`config.mk`:
```
export PLATFORM = sky130hd
export DESIGN_NAME = tcw_mod_unit
export DESIGN_NICKNAME = d
export VERILOG_FILES = /design/src/hw/rtl/tcw_pkg.sv /design/src/hw/rtl/tcw_mod_unit.sv
export SDC_FILE = /design/constraint.sdc
export NUM_CORES = 1
export LEC_CHECK = 0
export BUFFER_PORTS_ARGS = -buffer_cell sky130_fd_sc_hd__buf_2
export CAP_MARGIN = 30
export CORE_AREA = 4 4 41 43
export CTS_CLUSTER_SIZE = 14
export DETAILED_ROUTE_END_ITERATION = 16
export DIE_AREA = 0 0 45 47
export SETUP_SLACK_MARGIN = 0.15
export SLEW_MARGIN = 0
export SYNTH_ARGS = -nofsm -noshare
export SYNTH_HDL_FRONTEND = slang
export SYNTH_SLANG_ARGS = --single-unit
```
`constraint.sdc`:
```
create_clock -name clk -period 0.8 [get_ports clk]
set_input_delay 0.04 -clock clk [delete_from_list [all_inputs] [get_ports clk]]
set_output_delay 0.04 -clock clk [all_outputs]
set_load 0.03 [all_outputs]
```
`src/hw/rtl/tcw_pkg.sv`:
```
// ============================================================================
// tcw_pkg: shared types and constants of the text console writer
// Field widths, character codes, register map, controller states and the
// screen cell packing helper.
// ============================================================================
package tcw_pkg;

  // Fixed field widths of the item and result channels
  localparam int CHAR_W   = 8;
  localparam int ATTR_W   = 8;
  localparam int CELL_W   = CHAR_W + ATTR_W;
  localparam int CURSOR_W = 11;
  localparam int INDEX_W  = 11;

  // Configuration port
  localparam int APB_AW = 3;
  localparam int APB_DW = 32;
  localparam logic REG_TEXT_COLOR = 1'b0;  // word index, taken from paddr[2]

  // Character codes
  localparam logic [CHAR_W-1:0] CODE_BS    = 8'h08;
  localparam logic [CHAR_W-1:0] CODE_TAB   = 8'h09;
  localparam logic [CHAR_W-1:0] CODE_LF    = 8'h0A;
  localparam logic [CHAR_W-1:0] CODE_CR    = 8'h0D;
  localparam logic [CHAR_W-1:0] SPACE_CODE = 8'h20;
  localparam logic [CHAR_W-1:0] PRINT_LO   = 8'h20;
  localparam logic [CHAR_W-1:0] PRINT_HI   = 8'h7F;

  localparam logic [ATTR_W-1:0] RESET_ATTR = 8'h0F;

  // Item commands
  localparam logic CMD_PUT  = 1'b0;
  localparam logic CMD_READ = 1'b1;

  // Controller states
  typedef enum logic [4:0] {
    S_CLEAR  = 5'b00001,
    S_IDLE   = 5'b00010,
    S_TAB    = 5'b00100,
    S_SCROLL = 5'b01000,
    S_EMIT   = 5'b10000
  } tcw_state_t;

  // Pack a character and attribute into one screen cell
  function automatic logic [CELL_W-1:0] make_cell(input logic [CHAR_W-1:0] ch,
                                                   input logic [ATTR_W-1:0] attr);
    make_cell = {attr, ch};
  endfunction

endpackage

```
`src/hw/rtl/tcw_mod_unit.sv`:
```
// ============================================================================
// tcw_mod_unit: remainder by a constant divisor
// Reciprocal multiplication: quotient registered when start is taken,
// remainder and done registered the cycle after that.
// ============================================================================
module tcw_mod_unit #(
  parameter int DIV_W   = 12,
  parameter int DIVISOR = 8
) (
  input  logic                         clk,
  input  logic                         rst_n,
  input  logic                         start,
  input  logic [DIV_W-1:0]             dividend,
  output logic                         done,
  output logic [$clog2(DIVISOR)-1:0]   rem
);
  import tcw_pkg::*;

  localparam int RW    = $clog2(DIVISOR);
  localparam int MW    = DIV_W + 1;
  localparam int PW    = DIV_W + MW;
  localparam int SHIFT = DIV_W + RW;
  localparam int QW    = PW - SHIFT;
  // Rounded-up reciprocal, exact for every dividend below 2**DIV_W
  localparam longint MAGIC = ((longint'(1) << SHIFT) + longint'(DIVISOR) - 1)
                             / longint'(DIVISOR);

  logic             stage_r;
  logic             done_r;
  logic [DIV_W-1:0] x_r;
  logic [QW-1:0]    q_r;
  logic [RW-1:0]    rem_r;
  logic [PW-1:0]    prod;
  logic [DIV_W-1:0] qd;
  logic [DIV_W-1:0] diff;

  // Quotient by reciprocal, then the remainder from it
  assign prod = PW'(dividend) * PW'(MAGIC);
  assign qd   = DIV_W'(q_r) * DIV_W'(DIVISOR);
  assign diff = x_r - qd;

  // Control
  always_ff @(posedge clk) begin
    if (!rst_n) begin
      stage_r <= 1'b0;
      done_r  <= 1'b0;
    end else begin
      stage_r <= start;
      done_r  <= stage_r;
    end
  end

  // Datapath
  always_ff @(posedge clk) begin
    if (start) begin
      x_r <= dividend;
      q_r <= prod[PW-1:SHIFT];
    end
    if (stage_r) begin
      rem_r <= diff[RW-1:0];
    end
  end

  assign done = done_r;
  assign rem  = rem_r;

  a_no_restart_while_busy: assert property (@(posedge clk) disable iff (!rst_n)
    stage_r |-> !start) else $error("remainder unit restarted while busy");

endmodule

```
==> results.md <==
- Critical path data arrival time: between 0.7 and 0.8 ns
- CTS root buf: clkbuf_4
- Synth area leaders: edfxtp_1, dfxtp_1, and2_1
- CTS buffer count: 3
- Max Cap Viol: 0
- Cell Count, Final, Fillers Out: 37
- Peak Freq: roughly 1200 MHz
- Async set-reset flop share out of synthesis: 0%
- Largest area contributor in the netlist: edfxtp_1
- First-pass GRT wire length: 455 µm
- Largest family of logic cells by synthesized area: simple AND/OR/NAND/NOR gates
- EDFF count, synth: 6
- Outcome: finished, violations left
- Adder-Cell Fraction of Synth Area: 0%
- Worst-case vdd ir drop: approximately 940 µV
- Ys Warns: 0
- WS Path Type: reg -> out
- Die Span Y: approximately 47 µm
- Core ar.: roughly 1300 µm²
- Commonest register cell after synthesis: edfxtp_1
- Pin count of the biggest net entering global routing: 5
- Initial DRC Count: 1
- Total gr overflow: 0
- Num ports: 19
- Period utilization: 102%
- Clk_skew: 0.00381 ns
- P_leak: 0.138 nW
- Remaining DRCs: 0
- Die area: between 2000 and 2500 µm²
- Share of the synthesized area in the top cell type: between 70% and 80%
- WL met1: ~110 µm
- WHS: -0.0293 ns
- Vias in the first global route: about 130
- Worst slew pin tran: slightly above 0.08 ns
- PD cells: 2430 nW/µm²
- Post-synth top cells: edfxtp_1, and2_1, dfxtp_1
- Cell Area, Synth: around 230 µm²
- Count of cell types in the netlist: 3
- Crit-path cells: buf_6
- Hold Path Class: in -> reg
- Startpoint Class: flip-flop
- Placer Congestion: 0.584
- Yosys reg bits: 8
- Synth Area in Simple Gates: under 10%
- Diodes inserted: 0
- Sequential cell area fraction in the yosys report: a little over nine tenths
- Placed insts: 34
- Worst skew pair latency: 0.25 ns
- # setup viols final: 3
- Die width: ~45 µm
- Util after Layout: 26.8%
- Routed len/inst: 7.76 µm
- Slew Viols, Final: 0
- Worst Path Buf+Inv: 1
- Post-synthesis mux area share: 0%
- Initial antenna violation count: 0
- Seq. cell area: 225 µm²
- CTS Sinks: 8
- Synth Instances: 10
- Crit path time final: 0.814 ns
- Compound-Gate Fraction of Synth Area: 0%
- Fill cells: 137
- Top-count cell post-synth: edfxtp_1
- Highest metal used: met3
- Hold Vio Cnt, Final: 3
- Area of the multi-input gates: roughly 13 µm²
- H-tree depth: 1
- P&R area growth vs syn: 50.0%
- Site Rows: 13
- Final worst slack: -0.0144 ns
- Syn_nets: 25
- Nets@finish: 39
- WL met2: roughly 100 µm
- Detailed-route wire length: 287 µm
- DR vias: ~120
- Post-synthesis xor/xnor area fraction: 0%
- CP max FO: 1
- Initial cell density of the core: 17.9%
- Clk slew on worst S/H paths: around 0.05 ns
- CP Capture Type: primary output
- Rel. slew slack: between 90% and 100%
- CTS tree: built
- Post-CTS Setup Inserts: 0
- Syn Area/Cell: 23.3 µm²
- RSZ-0062 raised after global routing: true
- CP max stage delay: ~0.38 ns
- Violated checks: hold timing, setup timing
- Proportion of layout cells with a drive suffix above 1: between 60% and 70%
- Slowest stage cell, crit path: edfxtp_1
- Post-route ant nets: 0
- CTS Buffer Depth: 2
- Req. time, crit path: between 0.7 and 0.8 ns
- All-Layer GR Usage: 3.84%
- Initial DRT Pass Iterations: 2
- Top delay family on crit path: flip-flops
- Metal3 WL: 69 µm
- Via/cell ratio: between 3 and 4
- Port Buffers: 9
-- layout make-up --
| class | instances | share of cell area (%) |
|---|---|---|
| Sequential cell | 8 | 64.5 |
| Tap cell | 15 | 5.38 |
| Clock buffer | 3 | 6.45 |
| Multi-Input combinational cell | 2 | 3.58 |
| Timing Repair Buffer | 9 | 20.1 |
-- registers in the layout, indices dropped and copies added, names as in the netlist --
| register | cells |
|---|---|
| x_r | 3 |
| stage_r | 1 |
| done | 1 |
| rem | 3 |
-- power by group --
| group | switching, mW | internal (mW) |
|---|---|---|
| Sequential | 0.0114 | 0.479 |
| Clock | 0.118 | 0.170 |
| Combinational | 0.0367 | 0.0341 |
| Total | 0.166 | 0.683 |
-- cells by family (layout without fill, tap and decap cells) --
logic type             after synthesis  after routing
buffers and inverters                0             12
flip-flops                           8              8
AND/OR/NAND/NOR                      2              2
-- per-stage QoR --
step                      setup slack (ns)  instance area (µm²)  power, mW  hold slack [ns]  setup TNS, ns
final                              -0.0144                  349      0.849          -0.0293        -0.0390
after global routing               -0.0561                  349      0.907          -0.0531         -0.162
after CTS                          -0.0276                  347      0.869          -0.0417        -0.0806
after detailed placement             0.131                  297      0.553            0.219              0
after global placement               0.145                  297      0.550            0.216              0
after floorplan                      0.153                  233      0.525            0.139              0
-- cell usage in the layout, fill, tap and decap left out, drive strengths merged --
cell type | Yosys | layout
buf | 0 | 9
edfxtp | 6 | 6
clkbuf | 0 | 3
and2 | 2 | 2
dfxtp | 2 | 2
-- timing repair --
action,CTS,global route
resized for setup,10,1
setup endpoints to repair,7,7
hold endpoints to repair,4,3
-- layer usage --
metal / vias up / GRT usage (%)
met5: - / 0
met4: 0 / 3.51
met3: 0 / 6.13
met2: 14 / 4.52
met1: 42 / 2.35
li1: 61 / -
-- final timing paths --
check	from	cells after the start	slack (ns)	endpoint
max	rem[0]	1	-0.01	rem[0]
min	dividend[0]	1	-0.03	x_r[0]
max reg2reg	stage_r	0	0.17	rem[2]
min reg2reg	x_r[0]	0	0.41	rem[0]
Power figures use the tool's default switching activity.
