===== config.mk =====
export PLATFORM = sky130hd
export DESIGN_NAME = tcw_cfg_regs
export DESIGN_NICKNAME = d
export VERILOG_FILES = /design/src/hw/rtl/tcw_pkg.sv /design/src/hw/rtl/tcw_cfg_regs.sv
export SDC_FILE = /design/constraint.sdc
export NUM_CORES = 1
export LEC_CHECK = 0
export ABC_AREA = 1
export ABC_CLOCK_PERIOD_IN_PS = 1300
export BUFFER_PORTS_ARGS = -buffer_cell sky130_fd_sc_hd__buf_2
export CAP_MARGIN = 40
export CORE_MARGIN = 5
export CORE_UTILIZATION = 34
export DETAILED_ROUTE_END_ITERATION = 16
export PLACE_DENSITY_LB_ADDON = 0.05
export SLEW_MARGIN = 10
export SYNTH_ARGS = -nofsm -noshare
export SYNTH_HDL_FRONTEND = slang
export SYNTH_SLANG_ARGS = --single-unit

===== constraint.sdc =====
create_clock -name clk -period 1.3 [get_ports clk]
set_clock_uncertainty 0.2 [all_clocks]
set_input_delay 0.065 -clock clk [delete_from_list [all_inputs] [get_ports clk]]
set_output_delay 0.065 -clock clk [all_outputs]
set_load 0.1 [all_outputs]

===== src/hw/rtl/tcw_pkg.sv =====
// ============================================================================
// tcw_pkg: shared types and constants of the text console writer
// Field widths, character codes, register map, controller states and the
// screen cell packing helper.
// ============================================================================
package tcw_pkg;

  // Fixed field widths of the item and result channels
  localparam int CHAR_W   = 8;
  localparam int ATTR_W   = 8;
  localparam int CELL_W   = CHAR_W + ATTR_W;
  localparam int CURSOR_W = 11;
  localparam int INDEX_W  = 11;

  // Configuration port
  localparam int APB_AW = 3;
  localparam int APB_DW = 32;
  localparam logic REG_TEXT_COLOR = 1'b0;  // word index, taken from paddr[2]

  // Character codes
  localparam logic [CHAR_W-1:0] CODE_BS    = 8'h08;
  localparam logic [CHAR_W-1:0] CODE_TAB   = 8'h09;
  localparam logic [CHAR_W-1:0] CODE_LF    = 8'h0A;
  localparam logic [CHAR_W-1:0] CODE_CR    = 8'h0D;
  localparam logic [CHAR_W-1:0] SPACE_CODE = 8'h20;
  localparam logic [CHAR_W-1:0] PRINT_LO   = 8'h20;
  localparam logic [CHAR_W-1:0] PRINT_HI   = 8'h7F;

  localparam logic [ATTR_W-1:0] RESET_ATTR = 8'h0F;

  // Item commands
  localparam logic CMD_PUT  = 1'b0;
  localparam logic CMD_READ = 1'b1;

  // Controller states
  typedef enum logic [4:0] {
    S_CLEAR  = 5'b00001,
    S_IDLE   = 5'b00010,
    S_TAB    = 5'b00100,
    S_SCROLL = 5'b01000,
    S_EMIT   = 5'b10000
  } tcw_state_t;

  // Pack a character and attribute into one screen cell
  function automatic logic [CELL_W-1:0] make_cell(input logic [CHAR_W-1:0] ch,
                                                   input logic [ATTR_W-1:0] attr);
    make_cell = {attr, ch};
  endfunction

endpackage


===== src/hw/rtl/tcw_cfg_regs.sv =====
// ============================================================================
// tcw_cfg_regs: configuration register block
// APB-style port holding the text attribute register.
// ============================================================================
module tcw_cfg_regs (
  input  logic                       clk,
  input  logic                       rst_n,
  input  logic                       psel,
  input  logic                       penable,
  input  logic                       pwrite,
  input  logic [tcw_pkg::APB_AW-1:0] paddr,
  input  logic [tcw_pkg::APB_DW-1:0] pwdata,
  output logic [tcw_pkg::APB_DW-1:0] prdata,
  output logic                       pready,
  output logic [tcw_pkg::ATTR_W-1:0] text_color
);
  import tcw_pkg::*;

  logic [ATTR_W-1:0] text_color_r;
  logic              wr_en;

  assign pready = 1'b1;
  assign wr_en  = psel && penable && pwrite && pready;

  // Write the attribute register; byte-lane bits of the address are ignored
  always_ff @(posedge clk) begin
    if (!rst_n) begin
      text_color_r <= RESET_ATTR;
    end else if (wr_en && (paddr[2] == REG_TEXT_COLOR)) begin
      text_color_r <= pwdata[ATTR_W-1:0];
    end
  end

  // Read back
  always_comb begin
    prdata = '0;
    if (paddr[2] == REG_TEXT_COLOR) begin
      prdata = APB_DW'(text_color_r);
    end
  end

  assign text_color = text_color_r;

endmodule


==> results_dict.tcl, run 1 <==
set metrics [dict create \
    drive_gt1_share_pct 51.1 \
    hold_slack_ns 0.00892 \
    vias_per_cell 3.63 \
    worst-path-max-fanout 3 \
    io_pins 81 \
    synth-warning-count 0 \
    dieArea_um2 2870 \
    rsz0062_at_grt "false" \
    synth_top_family_by_area "buffers and inverters" \
    cts_tree "yes" \
    layout.cells.non_filler 156 \
    hp-class "in -> reg" \
    fmax_mhz 813 \
    antenna_found_initial 0 \
    track_usage_pct 10.7 \
    grtUsageMet1_pct 13.3 \
    area_growth_pct 78.9 \
    worstSetupPathType "reg -> out" \
    hpwl_um 1210 \
    die_y_um 53.6 \
    gr-max-usage-layer "met2" \
    wirelength_um 1460 \
    post-route-period-util_pct 94.6 \
    synthXorXnorAreaFrac_pct 0 \
    setup_viol 0 \
    grt_util_met2_pct 16.9 \
    grt_overflow 0 \
    netlist_instances 93 \
    avgRoutedWirePerCell_um 9.38 \
    start_util_pct 36.6 \
    synth_compound_area_share_pct 0 \
    clk_pin_slew_ns 0.06 \
    drtIter0Drc 1 \
    die_x_um 53.6 \
    core_area_um2 1760 \
    finalMaxSlewViolations 0 \
    grt_pass1_wl_um 2210 \
    final.setup.worst_slack_ns 0.0699 \
    vias 567 \
    synth_mux_area_share_pct 0 \
    yosysUniqueCellTypes 15 \
    largest_reg_flops 8 \
    cp-start-kind "register" \
    synth_simple_gate_area_share_pct 33.3 \
    postLayoutCoreUtil_pct 65.5 \
    setup_tns_ns 0 \
    crit_required_ns 1.03 \
    vdd_drop_max_uv 595 \
    clockBufferDepth 2 \
    status "finished, final reports clean" \
    dp_slack_ns 0.220 \
    finalNetCount 173 \
    drc 0 \
    antenna_cells 0 \
    ant_nets 0 \
    syn_avg_cell_area_um2 6.94 \
    placed_cells 144 \
    post_cts_resized 0 \
    cts-root-buf "clkbuf_4" \
    grtUsageMet3_pct 1.39 \
    ys_ff_latch 8 \
    cts_buffers 3 \
    power_density_nw_per_um2 962 \
    cts_sinks 8 \
    cp-end-kind "output pin" \
    synth_area_um2 646 \
    h-tree-depth 1 \
    final-hold-violation-count 0 \
    synthAdderAreaFrac_pct 0 \
    dr.pass1.iters 2 \
    io_buffers 29 \
    leakage_uw 0.000596 \
    cp.arrival_ns 0.97 \
    clkLatencyLatePin_ns 0.25 \
    grt_max_degree 9 \
    fin_crit_ns 1.23 \
    grt_pass1_vias 541 \
    rows 15 \
    ys_seq_area_share_pct 24.8 \
    drv_cap 0 \
    gp_congestion 0.722 \
]
## placed cells by master (no fill, tap or decap), drive strengths merged
master and instances:
inv 15, clkbuf 3, buf 30, nor2 18, nand3 8, dlygate4sd3 9, conb 25, dfxtp 8
nand2 15
## what timing repair did
action                    in CTS  in global routing
hold buffers                   9                  0
hold endpoints to repair       8                  0
setup buffers                  0                  0
## worst paths after layout
kind	startpoint	endpoint	slack, ns	cells past startpoint
setup / recovery	text_color[7]$_SDFFE_PN0P_	prdata[7]	0.07	3
setup reg to reg	text_color[7]$_SDFFE_PN0P_	text_color[7]$_SDFFE_PN0P_	0.50	2
hold / removal	penable	text_color[5]$_SDFFE_PN0P_	0.009	5
hold reg to reg	text_color[0]$_SDFFE_PN1P_	text_color[0]$_SDFFE_PN1P_	0.30	2
## critical path, cell delays in order, from the launching register on
cell,delay (ns)
dfxtp_4,0.37
inv_2,0.05
nor2_4,0.12
buf_12,0.18
## cell type report
class	count	area (um^2)
sequential	8	190
fill	164	609
multi-input combinational	66	369
tap	25	31.3
inverter	15	58.8
timing repair buffer	39	483
clock buffer	3	22.5
## layer usage
layer	wire length [um]	part of all wire, %
met1	591	40
met2	710	48
met3	142	9.7
met4	19	1.3
met5	0	0
## cells by family (layout without fill, tap and decap cells)
kind of cell	Yosys count	after routing
buffers and inverters	42	57
AND/OR/NAND/NOR	41	41
flip-flops	8	8
other	2	25
## report_power, final
part	leakage, uW	total [uW]	switching (uW)	internal, uW
Combinational	0.000514	665	532	132
Sequential	0.0000680	257	12.8	244
Clock	0.0000138	189	83.1	106
## cells in the mapped netlist
cell type	n	area, um^2
buf_2	1	5.00
conb_1	2	7.51
nand2_2	1	6.26
nor2_8	1	20.0
nor2_4	1	11.3
nor2_2	4	25.0
nor2_1	12	45.0
inv_4	1	6.26
nand2_1	12	45.0
nand3_1	8	40.0
buf_4	25	188
dfxtp_1	8	160
buf_6	1	11.3
nand2_4	2	22.5
inv_1	14	52.6
## stage by stage
step	total power, uW	instance area (um^2)
after CTS	1120	1150
final	1110	1150
after global placement	904	1040
after floorplan	845	822
after global routing	1150	1150
after detailed placement	907	1040
Power figures use the tool's default switching activity.
==> inputs of run 2 (changes only) <==
--- a/config.mk
+++ b/config.mk
@@ -12,7 +12,7 @@
 export CORE_MARGIN = 5
 export CORE_UTILIZATION = 34
 export DETAILED_ROUTE_END_ITERATION = 16
-export PLACE_DENSITY_LB_ADDON = 0.05
+export PLACE_DENSITY = 0.82
 export SLEW_MARGIN = 10
 export SYNTH_ARGS = -nofsm -noshare
 export SYNTH_HDL_FRONTEND = slang
==> run 2 against run 1 <==
  * Flip-flop and latch count is the same
  * First-iteration DRC count is the same
  * Sequential power is essentially flat
  * Clock power is essentially flat
  * Die area is the same
  * Utilization grew 0.43 points
  * Combinational power grew 0.9%
  * Worst setup slack lost 0.014 ns
  * Worst hold slack lost 0.0040 ns
  * Non-clock buffer count grew 1
  * Register-to-register slack lost 0.02 ns
  * Sequential share of layout area shrank 0.11 points
==> results_dict.tcl, run 2 (synthesized netlist as in run 1, its figures left out) <==
set metrics [dict create \
    placed_cells 145 \
    rsz0062_at_grt "false" \
    r2r_cells 2 \
    die_x_um 53.6 \
    core_area_um2 1760 \
    worst-path-max-fanout 3 \
    crit_family "flip-flops" \
    rows 15 \
    vdd_drop_max_uv 694 \
    r2r_setup_slack_ns 0.48 \
    min_path_cells 5 \
    cts_sinks 8 \
    place_area_um2 1050 \
    start_util_pct 36.6 \
    cp-end-kind "output pin" \
    cp-start-kind "register" \
    min_from "psel" \
    cts_buffers 3 \
    leakage_uw 0.000601 \
    slowest_delay_ns 0.37 \
    dp_slack_ns 0.247 \
    mostFrequentLayoutCell "conb_1" \
    dr.pass1.iters 2 \
    post-cts-setup-buffers 0 \
    finalNetCount 174 \
    grt_max_degree 9 \
    drtIter0Drc 1 \
    drv_cap 0 \
    largest_reg_flops 8 \
    critPathBufInv 2 \
    avgRoutedWirePerCell_um 11.3 \
    worstPathCellList "inv_2 > nor2_4 > buf_12" \
    grt_pass1_vias 627 \
    clkLatencyLatePin_ns 0.25 \
    area_growth_pct 80.0 \
    wirelength_um 1770 \
    final-hold-violation-count 0 \
    final.setup.worst_slack_ns 0.0554 \
    timing.rr.start "text_color[7]$_SDFFE_PN0P_" \
    status "finished, final reports clean" \
    grt_pass1_wl_um 2700 \
    dieArea_um2 2870 \
    fin_area_um2 1160 \
    postLayoutCoreUtil_pct 65.9 \
    io_pins 81 \
    track_usage_pct 13.9 \
    hp-class "in -> reg" \
    drive_gt1_share_pct 51.5 \
    antenna_found_initial 0 \
    grt_overflow 0 \
    gp_congestion 0.808 \
    h-tree-depth 1 \
    setup_viol 0 \
    crit_required_ns 1.03 \
    fin_crit_ns 1.24 \
    hpwl_um 1440 \
    final_cell_mix "conb_1, buf_12, buf_2" \
    r2r_end "text_color[7]$_SDFFE_PN0P_" \
    fmax_mhz 803 \
    clk_pin_slew_ns 0.06 \
    cts-root-buf "clkbuf_4" \
    power_density_nw_per_um2 961 \
    vias_per_cell 3.89 \
    cts_tree "yes" \
    vias 610 \
    layout.cells.non_filler 157 \
    post-route-period-util_pct 95.7 \
    hold_end "text_color[6]$_SDFFE_PN0P_" \
    clockBufferDepth 2 \
    cp.arrival_ns 0.98 \
    drc 0 \
    die_y_um 53.6 \
    antenna_cells 0 \
    cpMaxStageDelayCell "dfxtp_4" \
    worstSetupPathType "reg -> out" \
    finalMaxSlewViolations 0 \
    io_buffers 29 \
    ant_nets 0 \
]
run 2: metrics by stage:
step	hold slack, ns	setup TNS, ns	power (uW)
2_1_floorplan	-0.00960	-0.530	845
3_3_place_gp	0.0965	0	905
3_5_place_dp	0.101	0	911
4_1_cts	0.00478	0	1120
5_1_grt	0.0281	0	1160
6_report	0.00493	0	1120
run 2: timing repair:
action / CTS / global route
hold buffers: 9 / 0
hold endpoints to repair: 8 / 0
gates resized for setup: 0 / 0
run 2: per-layer routing:
layer	GRT usage, %	wire length (um)	up-vias
met3	2.49	152	8
met4	14.5	99	0
met5	0	0	-
met2	25.5	941	33
met1	12.2	575	268
li1	-	-	301
run 2: final cells by class:
class	instances	area (um^2)
clock buffers	3	22.5
multi-input cells	66	369
repair buffers	40	490
flip-flops and latches	8	190
well taps	25	31.3
inverters	15	58.8
fillers	142	602
run 2: worst max path at each step:
stage,startpoint,end,depth (start not counted)
2_1_floorplan,text_color[4]$_SDFFE_PN0P_,prdata[4],2
3_3_place_gp,paddr[2],prdata[5],4
3_5_place_dp,paddr[2],prdata[6],4
4_1_cts,text_color[6]$_SDFFE_PN0P_,prdata[6],3
5_1_grt,text_color[6]$_SDFFE_PN0P_,prdata[6],3
6_report,text_color[6]$_SDFFE_PN0P_,prdata[6],3
run 2: worst min-delay path, delay by kind of cell:
family	cells	cell delay [ns]
buffers and inverters	1	0.12
and+or+nand+nor	4	0.24
run 2: power by group:
part           switching, uW  total [uW]  internal (uW)
Clock                   82.4         188            105
Sequential              13.4         258            244
Combinational            537         671            134
